`config.mk`:
```
export PLATFORM = sky130hd
export DESIGN_NAME = autokey_xor_byte_cipher_flat
export DESIGN_NICKNAME = d
export VERILOG_FILES = /design/src/rtl/axb_pkg.sv /design/src/rtl/axb_if.sv /design/src/rtl/axb_cfg_regs.sv /design/src/rtl/axb_core.sv /design/src/rtl/autokey_xor_byte_cipher.sv /design/src/flat_wrapper.sv
export VERILOG_INCLUDE_DIRS = /design/src /design/src/rtl
export SDC_FILE = /design/constraint.sdc
export NUM_CORES = 1
export LEC_CHECK = 0
export ABC_AREA = 1
export BUFFER_PORTS_ARGS = -buffer_cell sky130_fd_sc_hd__buf_2
export CAP_MARGIN = 20
export CORE_MARGIN = 2
export CORE_UTILIZATION = 41
export DETAILED_ROUTE_END_ITERATION = 10
export HOLD_SLACK_MARGIN = 0.06
export SLEW_MARGIN = 20
export SYNTH_ARGS = -nofsm -noshare
export SYNTH_HDL_FRONTEND = slang
export SYNTH_HIERARCHICAL = 1
export SYNTH_SLANG_ARGS = --single-unit
export TNS_END_PERCENT = 30
```
`constraint.sdc`:
```
create_clock -name clk_i -period 5.31 [get_ports clk_i]
set_clock_uncertainty 0.15 [all_clocks]
set_input_delay 0.2655 -clock clk_i [delete_from_list [all_inputs] [get_ports clk_i]]
set_output_delay 0.2655 -clock clk_i [all_outputs]
set_load 0.01 [all_outputs]
```
`src/rtl/autokey_xor_byte_cipher_assert.svh`:
```
// ----------------------------------------------------------------------------
// autokey xor byte cipher assertion macros
// shared assertion wrappers clocked on clk_i, AXB_ASSERT disabled while rst_ni is low
// ----------------------------------------------------------------------------
`ifndef AUTOKEY_XOR_BYTE_CIPHER_ASSERT_SVH
`define AUTOKEY_XOR_BYTE_CIPHER_ASSERT_SVH

// checked only outside reset
`define AXB_ASSERT(lbl, prop, msg) \
  lbl: assert property (@(posedge clk_i) disable iff (!rst_ni) prop) else $error(msg);

// checked at every edge, reset included
`define AXB_ASSERT_ALWAYS(lbl, prop, msg) \
  lbl: assert property (@(posedge clk_i) prop) else $error(msg);

`endif

```
`src/rtl/axb_pkg.sv`:
```
// ----------------------------------------------------------------------------
// axb_pkg
// types, constants and helper functions of the autokey xor byte cipher
// ----------------------------------------------------------------------------
`default_nettype none

package axb_pkg;

  // sizes
  localparam int MAX_KEY_BYTES = 16;
  localparam int KEY_REG_BYTES = 16;
  localparam int DATA_W        = 8;
  localparam int REG_W         = 64;
  localparam int KEY_LEN_W     = 5;
  localparam int CFG_IDX_W     = 2;
  localparam int IDX_W         = (MAX_KEY_BYTES > 1) ? $clog2(MAX_KEY_BYTES) : 1;
  localparam int CNT_W         = IDX_W + 1;

  localparam logic [KEY_LEN_W-1:0] KEY_LEN_RESET = KEY_LEN_W'(16);

  // configuration register indexes
  typedef enum logic [CFG_IDX_W-1:0] {
    REG_KEY_LOW   = 2'd0,
    REG_KEY_HIGH  = 2'd1,
    REG_KEY_LEN   = 2'd2,
    REG_DIRECTION = 2'd3
  } cfg_reg_e;

  // register contents handed to the datapath
  typedef struct packed {
    logic [REG_W-1:0]     key_low;
    logic [REG_W-1:0]     key_high;
    logic [KEY_LEN_W-1:0] key_len;
    logic                 unlock;
  } cfg_t;

  // key byte i as loaded from the key registers
  function automatic logic [DATA_W-1:0] cfg_key_byte(input cfg_t cfg,
                                                     input logic [IDX_W-1:0] idx);
    int sel;
    sel = int'(idx);
    if (sel < 8) begin
      return cfg.key_low[DATA_W*sel +: DATA_W];
    end else if (sel < KEY_REG_BYTES) begin
      return cfg.key_high[DATA_W*(sel-8) +: DATA_W];
    end else begin
      return '0;
    end
  endfunction

  // key length clamped to 1 .. MAX_KEY_BYTES
  function automatic logic [CNT_W-1:0] eff_len(input logic [KEY_LEN_W-1:0] klen);
    if (klen == '0) begin
      return CNT_W'(1);
    end else if (int'(klen) > MAX_KEY_BYTES) begin
      return CNT_W'(MAX_KEY_BYTES);
    end else begin
      return CNT_W'(klen);
    end
  endfunction

endpackage

`default_nettype wire

```
`src/rtl/axb_if.sv`:
```
// ----------------------------------------------------------------------------
// axb channel interfaces
// valid/ready channels for input bytes, output bytes and register writes
// ----------------------------------------------------------------------------
`default_nettype none

// input byte channel
interface axb_in_if import axb_pkg::*; ();
  logic              valid;
  logic              ready;
  logic [DATA_W-1:0] data_in;
  logic              stream_start;

  modport source (output valid, output data_in, output stream_start, input ready);
  modport sink   (input valid, input data_in, input stream_start, output ready);
endinterface

// output byte channel
interface axb_out_if import axb_pkg::*; ();
  logic              valid;
  logic              ready;
  logic [DATA_W-1:0] data_out;

  modport source (output valid, output data_out, input ready);
  modport sink   (input valid, input data_out, output ready);
endinterface

// register write channel
interface axb_cfg_if import axb_pkg::*; ();
  logic                 valid;
  logic                 ready;
  logic [CFG_IDX_W-1:0] index;
  logic [REG_W-1:0]     data;

  modport source (output valid, output index, output data, input ready);
  modport sink   (input valid, input index, input data, output ready);
endinterface

`default_nettype wire

```
`src/rtl/axb_cfg_regs.sv`:
```
// ----------------------------------------------------------------------------
// axb_cfg_regs
// configuration register file: key bytes, key length and direction
// ----------------------------------------------------------------------------
`default_nettype none

module axb_cfg_regs import axb_pkg::*; (
  input  wire logic clk_i,
  input  wire logic rst_ni,
  axb_cfg_if.sink   cfg_i,
  output cfg_t      cfg_o
);

  cfg_t     cfg_q;
  cfg_reg_e reg_sel;

  // writes are always taken
  assign cfg_i.ready = 1'b1;
  assign reg_sel     = cfg_reg_e'(cfg_i.index);

  // register writes
  always_ff @(posedge clk_i or negedge rst_ni) begin
    if (!rst_ni) begin
      cfg_q.key_low  <= '0;
      cfg_q.key_high <= '0;
      cfg_q.key_len  <= KEY_LEN_RESET;
      cfg_q.unlock   <= 1'b0;
    end else if (cfg_i.valid) begin
      unique case (reg_sel)
        REG_KEY_LOW:   cfg_q.key_low  <= cfg_i.data;
        REG_KEY_HIGH:  cfg_q.key_high <= cfg_i.data;
        REG_KEY_LEN:   cfg_q.key_len  <= cfg_i.data[KEY_LEN_W-1:0];
        REG_DIRECTION: cfg_q.unlock   <= cfg_i.data[0];
        default:       cfg_q.unlock   <= cfg_q.unlock;
      endcase
    end
  end

  assign cfg_o = cfg_q;

endmodule

`default_nettype wire

```
`src/rtl/axb_core.sv`:
```
// ----------------------------------------------------------------------------
// axb_core
// keystream datapath: xor with the current key byte, self-updating key
// ----------------------------------------------------------------------------
`default_nettype none

module axb_core import axb_pkg::*; (
  input  wire logic  clk_i,
  input  wire logic  rst_ni,
  input  wire cfg_t  cfg_i,
  axb_in_if.sink     in_i,
  axb_out_if.source  out_o
);

  logic [DATA_W-1:0] wk_q [MAX_KEY_BYTES];
  logic [IDX_W-1:0]  key_idx_q, key_idx_d;
  logic [DATA_W-1:0] cur_key_q, cur_key_d;
  logic              out_valid_q;
  logic [DATA_W-1:0] data_out_q, data_out_d;

  logic              accept;
  logic [IDX_W-1:0]  base_idx;
  logic [DATA_W-1:0] base_key;
  logic [DATA_W-1:0] feed;
  logic [CNT_W-1:0]  len;
  logic [CNT_W-1:0]  idx_inc;
  logic [DATA_W-1:0] old_next;

  // output register frees as soon as it is taken
  assign in_i.ready = !out_valid_q || out_o.ready;
  assign accept     = in_i.valid && in_i.ready;

  // key byte at the current index; cur_key_q always mirrors wk_q[key_idx_q]
  always_comb begin
    base_idx   = in_i.stream_start ? '0 : key_idx_q;
    base_key   = in_i.stream_start ? cfg_key_byte(cfg_i, '0) : cur_key_q;
    data_out_d = in_i.data_in ^ base_key;
    feed       = cfg_i.unlock ? in_i.data_in : data_out_d;
  end

  // index advance with wrap at the key length
  always_comb begin
    len     = eff_len(cfg_i.key_len);
    idx_inc = CNT_W'(base_idx) + CNT_W'(1);
    if (idx_inc >= len) begin
      key_idx_d = '0;
    end else begin
      key_idx_d = idx_inc[IDX_W-1:0];
    end
  end

  // key update at the new index
  always_comb begin
    old_next  = in_i.stream_start ? cfg_key_byte(cfg_i, key_idx_d) : wk_q[key_idx_d];
    cur_key_d = old_next + feed;
  end

  // working key, index and mirrored key byte
  always_ff @(posedge clk_i or negedge rst_ni) begin
    if (!rst_ni) begin
      for (int i = 0; i < MAX_KEY_BYTES; i++) begin
        wk_q[i] <= '0;
      end
      key_idx_q <= '0;
      cur_key_q <= '0;
    end else if (accept) begin
      // updated entry takes the sum, the rest reload on a stream start
      for (int i = 0; i < MAX_KEY_BYTES; i++) begin
        if (IDX_W'(i) == key_idx_d) begin
          wk_q[i] <= cur_key_d;
        end else if (in_i.stream_start) begin
          wk_q[i] <= cfg_key_byte(cfg_i, IDX_W'(i));
        end
      end
      key_idx_q <= key_idx_d;
      cur_key_q <= cur_key_d;
    end
  end

  // output valid
  always_ff @(posedge clk_i or negedge rst_ni) begin
    if (!rst_ni) begin
      out_valid_q <= 1'b0;
    end else if (in_i.ready) begin
      out_valid_q <= in_i.valid;
    end
  end

  // output byte
  always_ff @(posedge clk_i) begin
    if (accept) begin
      data_out_q <= data_out_d;
    end
  end

  assign out_o.valid    = out_valid_q;
  assign out_o.data_out = data_out_q;

endmodule

`default_nettype wire

```
`src/rtl/autokey_xor_byte_cipher.sv`:
```
// Latency: a byte accepted at one edge shows its result at the output from the next cycle.
// Throughput: one byte per cycle while the output is not held off; the key read, add and write-back at the next index
// completes within the accepting cycle and is forwarded to the following byte.
// Reset: rst_ni clears the working key to zeros, the index to 0, the output valid,
// the key registers and direction to 0 and the key length to 16.
// ----------------------------------------------------------------------------
// autokey_xor_byte_cipher
// byte stream cipher with a self-modifying key, top level
// ----------------------------------------------------------------------------
`default_nettype none

`include "autokey_xor_byte_cipher_assert.svh"

module autokey_xor_byte_cipher import axb_pkg::*; (
  input  wire logic  clk_i,
  input  wire logic  rst_ni,
  axb_in_if.sink     in_i,
  axb_out_if.source  out_o,
  axb_cfg_if.sink    cfg_i
);

  cfg_t cfg;

  // configuration registers
  axb_cfg_regs u_cfg_regs (
    .clk_i  (clk_i),
    .rst_ni (rst_ni),
    .cfg_i  (cfg_i),
    .cfg_o  (cfg)
  );

  // cipher datapath
  axb_core u_core (
    .clk_i  (clk_i),
    .rst_ni (rst_ni),
    .cfg_i  (cfg),
    .in_i   (in_i),
    .out_o  (out_o)
  );

  // every accepted transaction yields a result on the next cycle
  `AXB_ASSERT(a_accept_gives_result, in_i.valid && in_i.ready |=> out_o.valid,
              "accepted byte produced no result")

  // input stalls only behind a held result
  `AXB_ASSERT(a_stall_only_on_backpressure, !in_i.ready |-> out_o.valid && !out_o.ready,
              "input stalled without output backpressure")

  // no result during reset
  `AXB_ASSERT_ALWAYS(a_no_result_in_reset, !rst_ni |-> !out_o.valid,
                     "output valid during reset")

endmodule

`default_nettype wire

```
`src/flat_wrapper.sv`:
```
// flat-port wrapper written by rule: the top's interface ports become plain ports
module autokey_xor_byte_cipher_flat import axb_pkg::*;
  (clk_i, rst_ni, in_i_valid, in_i_data_in, in_i_stream_start, in_i_ready, out_o_valid, out_o_data_out, out_o_ready, cfg_i_valid, cfg_i_index, cfg_i_data, cfg_i_ready);
  axb_in_if in_i_i ();
  axb_out_if out_o_i ();
  axb_cfg_if cfg_i_i ();
  input  wire logic clk_i;
  input  wire logic rst_ni;
  input wire logic [$bits(in_i_i.valid)-1:0] in_i_valid;
  input wire logic [$bits(in_i_i.data_in)-1:0] in_i_data_in;
  input wire logic [$bits(in_i_i.stream_start)-1:0] in_i_stream_start;
  output wire logic [$bits(in_i_i.ready)-1:0] in_i_ready;
  output wire logic [$bits(out_o_i.valid)-1:0] out_o_valid;
  output wire logic [$bits(out_o_i.data_out)-1:0] out_o_data_out;
  input wire logic [$bits(out_o_i.ready)-1:0] out_o_ready;
  input wire logic [$bits(cfg_i_i.valid)-1:0] cfg_i_valid;
  input wire logic [$bits(cfg_i_i.index)-1:0] cfg_i_index;
  input wire logic [$bits(cfg_i_i.data)-1:0] cfg_i_data;
  output wire logic [$bits(cfg_i_i.ready)-1:0] cfg_i_ready;
  assign in_i_i.valid = in_i_valid;
  assign in_i_i.data_in = in_i_data_in;
  assign in_i_i.stream_start = in_i_stream_start;
  assign in_i_ready = in_i_i.ready;
  assign out_o_valid = out_o_i.valid;
  assign out_o_data_out = out_o_i.data_out;
  assign out_o_i.ready = out_o_ready;
  assign cfg_i_i.valid = cfg_i_valid;
  assign cfg_i_i.index = cfg_i_index;
  assign cfg_i_i.data = cfg_i_data;
  assign cfg_i_ready = cfg_i_i.ready;
  autokey_xor_byte_cipher u_core (.clk_i(clk_i), .rst_ni(rst_ni), .in_i(in_i_i), .out_o(out_o_i), .cfg_i(cfg_i_i));
endmodule
```
======== After elaboration in Yosys (flattened, before gate mapping) ========
Cells that the tools add are included.
Widths: inputs -> output; s select.
word-level totals
  register bits after elaboration ......... 283
  input bits .............................. 80
  output and inout bits ................... 11
  logic and storage cells ................. 138
cells by class
  $add $sub $neg .......................... 3
  order comparisons ....................... 4
  eq/ne operators ......................... 18
  shifts and indexed selects .............. 2
  muxes and demuxes ....................... 43
  bitwise gates (word level) .............. 2
  reduce and logical (&&, ||, !) cells .... 42
operator list
  kind                 number
  $mux 8               38
  $shiftx 64x8->8      2
  $reduce_and 2->1     20
  $bmux 8 s4           1
  $eq 4x4->1 const A   8
  $reduce_bool 2->1    16
  $eq 3x4->1 const A   4
  $mux 5               2
  $add 8x8->8          1
  $eq 2x4->1 const A   2
  $mux 4               2
  $xor 8x8->8          1
  $add 4x1->5 const B  1
  $ge 5x5->1           1
  $ge 5x5->1 const B   1
  $gt 5x5->1 const B   1
  $logic_not 5->1      1
  $not 4->5            1
  $sub 4x4->5 const B  1
  $eq 1x4->1 const A   1
  $eq 2x2->1 const B   2
  $logic_not 4->1      1
  $lt 4x4->1 const B   1
  $eq 2x1->1 const B   1
  4 further kinds      4

======== Longest topological paths before layout ========
Gate-level depths: netlist of run 1.
  depth after elaboration ................. 12
  gate-level depth with buffers ........... 37
  mapped depth without buffers ............ 32

======== Modules after synthesis ========
Netlist of run 1, hierarchy kept.
modules (own cells, without submodules)
  module        instances  cells each  area each (um^2)  sequential area each (um^2)
  axb_core      1          1271        9601.7            3768.6
  axb_cfg_regs  1          595         5637.9            3354.5

======== Worst setup path after synthesis of run 1 ========
No wires, ideal clock.
  path kind ............................... in2reg
  start point ............................. input port in_i_stream_start
  end point ............................... register u_core/u_core/wk_q[22] (netlist name)
  setup time .............................. 77 ps
  data arrival time ....................... 5535 ps
  data required time ...................... 5083 ps
  path slack .............................. -453 ps
  stages .................................. 32
  buffers on the path ..................... 7
  cell sequence ........................... buf_6 > buf_1 > clkbuf_1 > clkbuf_1 > nor2_1 > ha_1 > a21o_1 > nand2_1 > inv_1 > ha_1 > nand2_1 > nand2_1 > a21oi_4 > nand3_4 > nor2_1 > inv_2 > buf_4 > buf_2 > o22ai_1 > o21ai_0 > nand4_1 > o21ai_0 > ha_1 > fa_1 > nand3_1 > nand2_1 > a21oi_1 > o21ai_0 > xor2_1 > clkbuf_1 > nand2_1 > a21oi_1
between the ends
  cells in the longest elaborated chain, start to end .. 11
  elaborated cells between the ends (all ways) .. 22
  those cells by class .................... 3 x add/sub; 2 x order compare; 1 x eq/ne; 2 x shift; 10 x mux; 2 x bitwise; 2 x reduce/logical
ends and longest elaborated chain
  what                                                                  line                source
  start: declaration                                                    flat_wrapper.sv:11  input wire logic [$bits(in_i_i.stream_start)-1:0] in_i_stream_start;
  parallel branches: the longest is 11 deep, another holds $add 8x8->8  --
  end signal: indexed assignment                                        axb_core.sv:70      wk_q[i] <= cur_key_d;
  end signal: indexed assignment                                        axb_core.sv:72      wk_q[i] <= cfg_key_byte(cfg_i, IDX_W'(i));
  end: declaration                                                      axb_core.sv:15      logic [DATA_W-1:0] wk_q [MAX_KEY_BYTES];
Parallel ways; which one is timed is not known. The select of a mux whose other input is x is not followed.
A chain may end at the register's enable or synchronous reset.

======== Worst setup path in the final report of run 1 ========
  start point ............................. register u_core.u_cfg_regs.cfg_q, in the netlist u_core/u_cfg_regs/cfg_o[2]
  end point ............................... register u_core/u_core/wk_q[86] (netlist name)
between the ends
  cells in the longest elaborated chain, start to end .. 12
  elaborated cells between the ends (all ways) .. 21
  those cells by class .................... 2 x add/sub; 3 x order compare; 1 x eq/ne; 2 x shift; 9 x mux; 1 x bitwise; 3 x reduce/logical
ends and longest elaborated chain
  what                                                                 line                source
  start: declaration                                                   axb_cfg_regs.sv:14  cfg_t cfg_q;
  $gt 5x5->1                                                           axb_pkg.sv:55       end else if (int'(klen) > MAX_KEY_BYTES) begin
  $mux 5                                                               axb_pkg.sv:55
  $mux 5 *                                                             axb_pkg.sv:53       if (klen == '0) begin
  $ge 5x5->1 *                                                         axb_core.sv:45      if (idx_inc >= len) begin
  $mux 4 *                                                             axb_core.sv:45
  parallel branches: the longest is 7 deep, another holds $add 8x8->8  --
Mark *: on every way between the ends. The select of a mux whose other input is x is not followed.

==> summary.txt, run 1 <==
CP most frequent cell: o21ai_0
Most numerous cell in the Yosys netlist: nand2_1
Post-detail-place hpwl: 39.0 mm
Delay-heaviest family, CP: simple AND/OR/NAND/NOR gates
Final WL: 55.4 mm
GRT Total Usage: 0.288
DR pass1 iterations: 6
Total power per unit cell area: 579 nW/um^2
ANT nets after route: 0
Multi-input gate area: 7050 sq um
Synth area leaders: dfrtp_1 45%, nand2_1 15%, o21ai_0 3.8%
First-pass GRT wire length: 83.7 mm
CP endpoint kind: flip-flop
Core ar.: 36600 sq um
Fin nets: 2108
Data arrival time of the critical path: 5.31 ns
Top-area cell type share of the netlist area: 0.450
Maximum VDD drop: 486 uV
Layout fillers: 3523
CP max stage cell: or4_4
Number of port buffers: 89
Die X: 197 microns
Crit path max fanout: 9
Worst skew pair latency: 0.54 ns
Ys async rst share: 0.972
TritonCTS clock tree: yes
Routed WL per cell: 22.1 microns
Synth Warn #: 6
Largest net degree at the start of global routing: 117
Crit path kind: flip-flop to flip-flop
Vias in the first global route: 13500
Total gr overflow: 0
Critical path cell sequence: or4_4 > a21oi_1 > ha_1 > inv_1 > nand2_1 > nand2_2 > buf_4 > nand2_2 > nor2_2 > inv_2 > nor2_4 > nand2_1 > nand4_1 > o21ai_0 > ha_2 > fa_1 > nand3_1 > nand2_1 > a21oi_1 > o21ai_0 > xor2_1 > buf_4 > o21ai_0 > o21ai_0
Io pins: 91
Hold Violations, Final: 0
Fmax: 200 MHz
Slew margin rel.: 0.332
Max incr delay on CP: 0.54 ns
Slew Viols, Final: 0
Setup TNS: 0 ns
Remaining DRCs: 0
DP Cell Count: 2364
# setup viols final: 0
Number of DRC markers in iteration 0: 1640
Row count: 70
Tot Pwr: 10.5 mW
Starting density of the core: 0.416
Syn Nets: 1960
Vias per std cell: 5.63
Fin Hold WS: 0.117 ns
Synth cell count leaders: 625 x nand2_1, 274 x dfrtp_1, 132 x nor2_1
Clk pin slew, worst setup/hold paths: 0.06 ns
Root Buffer Master: clkbuf_16
Depth of the CTS H-tree: 2
Area growth syn-to-layout: 19.1%
Initial antenna violation count: 0
Tmin final: 5.01 ns
Slew @ Worst Pin: 1.00 ns
Synth Register Bits: 283
Post-Syn Area: 15200 sq um
Hold crit path type: input port to flip-flop
Pre-CTS setup slack: -0.0524 ns
Status: finished clean
Die H: 197 microns
Layout cells sized above 1: 0.167
Crit path buf inv count: 4
CTS buffer count: 34
Startpoint type of the worst setup path: flip-flop
Die area: 38700 sq um
Synth area leader: dfrtp_1
Number of synthesized flops with an enable pin: 8
Fin cells: 2505
Number of diodes: 0
Fin crit share: 0.944
Vias: 14100
Final Util: 0.496
Required @ worst endpoint: 5.61 ns
Maxcap violations: 0
Pleak: 8.51 nW
Longest Clk Path Bufs: 3
Final Cell Area: 18100 sq um
Syn avg cell area: 8.17 sq um
Syn Inst Count: 1866
FF+latch area: 7120 sq um
Sequential fraction of the synthesis area: 0.467
Number of clock sinks: 283
Placed instance area: 16100 sq um
Synth cell types: 48
Ys flop type: dfrtp_1
GPL Wtd Cong: 1.01
Final WS setup: 0.298 ns
-- power breakdown --
part / switching (mW) / total, mW / internal (mW)
clock network: 0.943 / 2.41 / 1.47
registers: 0.417 / 3.08 / 2.67
logic: 3.45 / 5.02 / 1.57
total: 4.81 / 10.5 / 5.71
-- timing repair --
item	in CTS	in global routing
endpoints found under the hold margin	257	0
setup buffers	0	6
pin swaps	0	14
hold buffers	76	0
endpoints found under the setup margin	6	52
gates resized for setup	1	39
-- flip-flops by register name (all words and copies together) (netlist names) --
register,cells
u_core/u_core/wk_q,128
u_core/u_core/cur_key_q,8
u_core/u_core/out_o.valid,1
u_core/u_core/out_o.data_out,8
u_core/u_core/key_idx_q,4
u_core/u_cfg_regs/cfg_o,134
-- layer usage --
metal  wire length (microns)  global-route usage  part of all wire
met5                       0                   0                 0
met4                    1660               0.105             0.030
met3                    4340              0.0507             0.078
met2                   24500               0.435              0.44
met1                   24800               0.415              0.45
-- cell usage in the layout (no fill, tap or decap), types with 3 or more instances in the layout --
master	instances
buf_2	87
inv_2	20
nand3_2	33
buf_4	56
nor2_4	7
o211ai_1	13
a21oi_4	8
clkbuf_8	4
clkinv_2	4
bufinv_16	3
nor2_2	6
o2bb2ai_1	3
dfrtp_1	274
clkbuf_16	37
ha_1	12
inv_4	12
nor2_8	11
o22ai_1	57
nand4_1	84
clkbuf_1	9
a31oi_1	70
o21ai_0	107
a21oi_1	41
xor2_1	14
nand3_1	66
o21ai_2	10
nor2_1	131
buf_12	6
inv_1	81
nand2_2	3
o22ai_2	11
dlygate4sd3_1	76
nand2_1	625
o2111ai_1	5
o21ai_1	10
edfxtp_1	8
-- tightest hold or removal path: cells and delay by family --
| kind | cells | cell delay, ns |
|---|---|---|
| buf+inv | 2 | 0.35 |
| simple gates | 2 | 0.15 |
-- path summary, 6_finish.rpt --
check                                             from                          end  slack [ns]  cells after the start
setup / recovery            u_core/u_cfg_regs/cfg_o[2]       u_core/u_core/wk_q[86]        0.30                     24
hold / removal                              in_i_valid    u_core/u_core/out_o.valid        0.12                      4
setup reg to reg            u_core/u_cfg_regs/cfg_o[2]       u_core/u_core/wk_q[86]        0.30                     24
hold reg to reg            u_core/u_cfg_regs/cfg_o[46]  u_core/u_cfg_regs/cfg_o[46]        0.32                      2
max in group asynchronous                       rst_ni   u_core/u_core/cur_key_q[6]        3.43                      3
min in group asynchronous                       rst_ni  u_core/u_cfg_regs/cfg_o[47]        0.23                      2
-- cell families (layout without fill, tap and decap cells) --
group / count (synthesis) / in the layout / synth area share
simple gates: 974 / 974 / 0.293
compound gates: 348 / 348 / 0.141
buf+inv: 231 / 402 / 0.0779
flops: 283 / 283 / 0.467
other cells: 1 / 1 / 0.000246
xor+xnor: 15 / 15 / 0.00862
fa+ha+maj: 14 / 14 / 0.0120
-- final cells by class --
type	count	share of cell area
sequential	283	0.393
multi-input combinational	1352	0.389
timing repair buffer	228	0.0978
clock buffer	50	0.0559
tap	468	0.0323
inverter	115	0.0261
clock inverter	9	0.00689
Power figures use the tool's default switching activity.
==> inputs of run 2 (changes only) <==
--- a/config.mk
+++ b/config.mk
@@ -9,10 +9,10 @@
 export ABC_AREA = 1
 export BUFFER_PORTS_ARGS = -buffer_cell sky130_fd_sc_hd__buf_2
 export CAP_MARGIN = 20
-export CORE_MARGIN = 2
-export CORE_UTILIZATION = 41
+export CORE_UTILIZATION = 56
 export DETAILED_ROUTE_END_ITERATION = 10
 export HOLD_SLACK_MARGIN = 0.06
+export PLACE_DENSITY = 0.77
 export SLEW_MARGIN = 20
 export SYNTH_ARGS = -nofsm -noshare
 export SYNTH_HDL_FRONTEND = slang
==> run 2 against run 1 <==
Against the previous run: worst hold slack improved by 0.0082 ns; via count increased by 2.7%; combinational power shrank 4%; setup slack got worse by 0.071 ns; highest routed layer unchanged.
==> summary.txt, run 2 (synthesis gave the netlist of run 1 again) <==
GPL Wtd Cong: 1.01 (about the same)
Number of clock sinks: 283 (unchanged)
Final Cell Area: 17700 sq um (was 18100 sq um)
GRT Total Usage: 0.379 (was 0.288)
Hold Violations, Final: 0 (unchanged)
Pleak: 8.38 nW (was 8.51 nW)
Hold Startpoint: in_i_valid (unchanged)
Total power per unit cell area: 563 nW/um^2 (was 579 nW/um^2)
CP endpoint kind: flip-flop (unchanged)
Worst skew pair latency: 0.56 ns (was 0.54 ns)
Startpoint type of the worst setup path: flip-flop (unchanged)
Hold crit path type: input port to flip-flop (unchanged)
Layout fillers: 2227 (was 3523)
Starting density of the core: 0.569 (was 0.416)
Max incr delay on CP: 0.56 ns (was 0.54 ns)
R2r endpoint: u_core/u_core/wk_q[86] (unchanged)
Placed instance area: 15900 sq um (was 16100 sq um)
Worst Reg-to-Reg Cells: 25 (was 24)
Number of DRC markers in iteration 0: 1983 (was 1640)
Clk pin slew, worst setup/hold paths: 0.06 ns (about the same)
Remaining DRCs: 0 (unchanged)
CP startpoint: u_core/u_cfg_regs/cfg_o[2] (unchanged)
Data arrival time of the critical path: 5.40 ns (was 5.31 ns)
Max reg flops: 134 (unchanged)
Die area: 27900 sq um (was 38700 sq um)
Largest net degree at the start of global routing: 130 (was 117)
Post-detail-place hpwl: 36.0 mm (was 39.0 mm)
Longest Clk Path Bufs: 3 (unchanged)
Most frequent cells in the layout: 625 x nand2_1, 274 x dfrtp_1, 131 x nor2_1 (unchanged)
Die H: 167 microns (was 197 microns)
Crit path max fanout: 17 (was 9)
Fin nets: 2102 (was 2108)
TritonCTS clock tree: yes (unchanged)
Root Buffer Master: clkbuf_16 (unchanged)
Row count: 60 (was 70)
Number of diodes: 0 (unchanged)
CP most frequent cell: nand2_1 (was o21ai_0)
Vias: 14500 (was 14100)
Status: finished clean (unchanged)
Fin crit share: 0.957 (was 0.944)
Tmin final: 5.08 ns (was 5.01 ns)
Required @ worst endpoint: 5.62 ns (was 5.61 ns)
Crit path kind: flip-flop to flip-flop (unchanged)
Maximum VDD drop: 760 uV (was 486 uV)
First-pass GRT wire length: 80.8 mm (was 83.7 mm)
Slew margin rel.: 0.368 (was 0.332)
Depth of the CTS H-tree: 1 (was 2)
Worst hold endpoint: u_core/u_core/out_o.valid (unchanged)
Crit path buf inv count: 3 (was 4)
Slew Viols, Final: 0 (unchanged)
Fmax: 197 MHz (was 200 MHz)
Io pins: 91 (unchanged)
CTS buffer count: 31 (was 34)
Final Util: 0.660 (was 0.496)
R2R Path Start: u_core/u_cfg_regs/cfg_o[2] (unchanged)
Routed WL per cell: 22.0 microns (was 22.1 microns)
Vias per std cell: 6.11 (was 5.63)
Area growth syn-to-layout: 16.1% (was 19.1%)
Reg2reg setup slack: 0.23 ns (was 0.30 ns)
Fin Hold WS: 0.125 ns (was 0.117 ns)
Layout cells sized above 1: 0.157 (was 0.167)
Die X: 167 microns (was 197 microns)
Delay-heaviest family, CP: simple AND/OR/NAND/NOR gates (unchanged)
Vias in the first global route: 13600 (was 13500)
# setup viols final: 0 (unchanged)
Initial antenna violation count: 0 (unchanged)
Final WL: 52.2 mm (was 55.4 mm)
ANT nets after route: 0 (unchanged)
Core ar.: 26800 sq um (was 36600 sq um)
DR pass1 iterations: 6 (unchanged)
Most common cell after layout, fill and taps aside: nand2_1 (unchanged)
Total gr overflow: 0 (unchanged)
Maxcap violations: 0 (unchanged)
Slew @ Worst Pin: 0.948 ns (was 1.00 ns)
Number of port buffers: 89 (unchanged)
CP max stage cell: or4_1 (was or4_4)
Hold path cells: 4 (unchanged)
run 2: area by class of cell:
type | count | area [sq um] | share of cell area
flip-flops and latches | 283 | 7120 | 0.402
multi-input cells | 1352 | 6970 | 0.394
repair buffers | 225 | 1740 | 0.0986
clock buffers | 48 | 920 | 0.0520
inverters | 115 | 472 | 0.0267
well taps | 341 | 427 | 0.0241
clock inverters | 8 | 46.3 | 0.00262
run 2: worst max path at each step:
stage	to	depth (start not counted)	slack [ns]
6_report	u_core/u_core/wk_q[86]	25	0.23
3_5_place_dp	u_core/u_core/wk_q[7]	27	0.14
3_3_place_gp	u_core/u_core/wk_q[7]	26	0.20
5_1_grt	u_core/u_core/wk_q[70]	25	-0.008
4_1_cts	u_core/u_core/wk_q[15]	27	0.12
2_1_floorplan	u_core/u_core/wk_q[110]	32	0.007
run 2: timing repair:
item | CTS | global route
gates resized for setup | 0 | 17
hold buffers | 78 | 0
setup buffers | 0 | 1
setup endpoints to repair | 0 | 26
hold endpoints to repair | 251 | 0
run 2: power breakdown:
part / switching (mW) / internal [mW] / total (mW)
logic: 3.32 / 1.52 / 4.84
clock network: 0.878 / 1.18 / 2.06
registers: 0.403 / 2.67 / 3.07
total: 4.60 / 5.36 / 9.96
run 2: metal layers:
metal	track usage	share of wire	vias up	wire (microns)
met1	0.549	0.42	7036	21900
li1	-	-	6559	-
met4	0.120	0.033	0	1730
met5	0	0	-	0
met3	0.0530	0.098	113	5110
met2	0.589	0.45	776	23500
run 2: worst min-delay path: stages:
cell and delay [ns]:
buf_2 0.08, nand2_1 0.06, buf_4 0.28, nand2_1 0.12
run 2: metrics by stage:
step	power [mW]	setup WS, ns	setup TNS [ns]	std cells
2_1_floorplan	5.52	0.00668	0	1866
3_3_place_gp	7.57	0.201	0	2237
3_5_place_dp	7.61	0.145	0	2237
4_1_cts	9.72	0.122	0	2371
5_1_grt	10.3	-0.00774	-0.0146	2372
6_report	9.96	0.226	0	2372
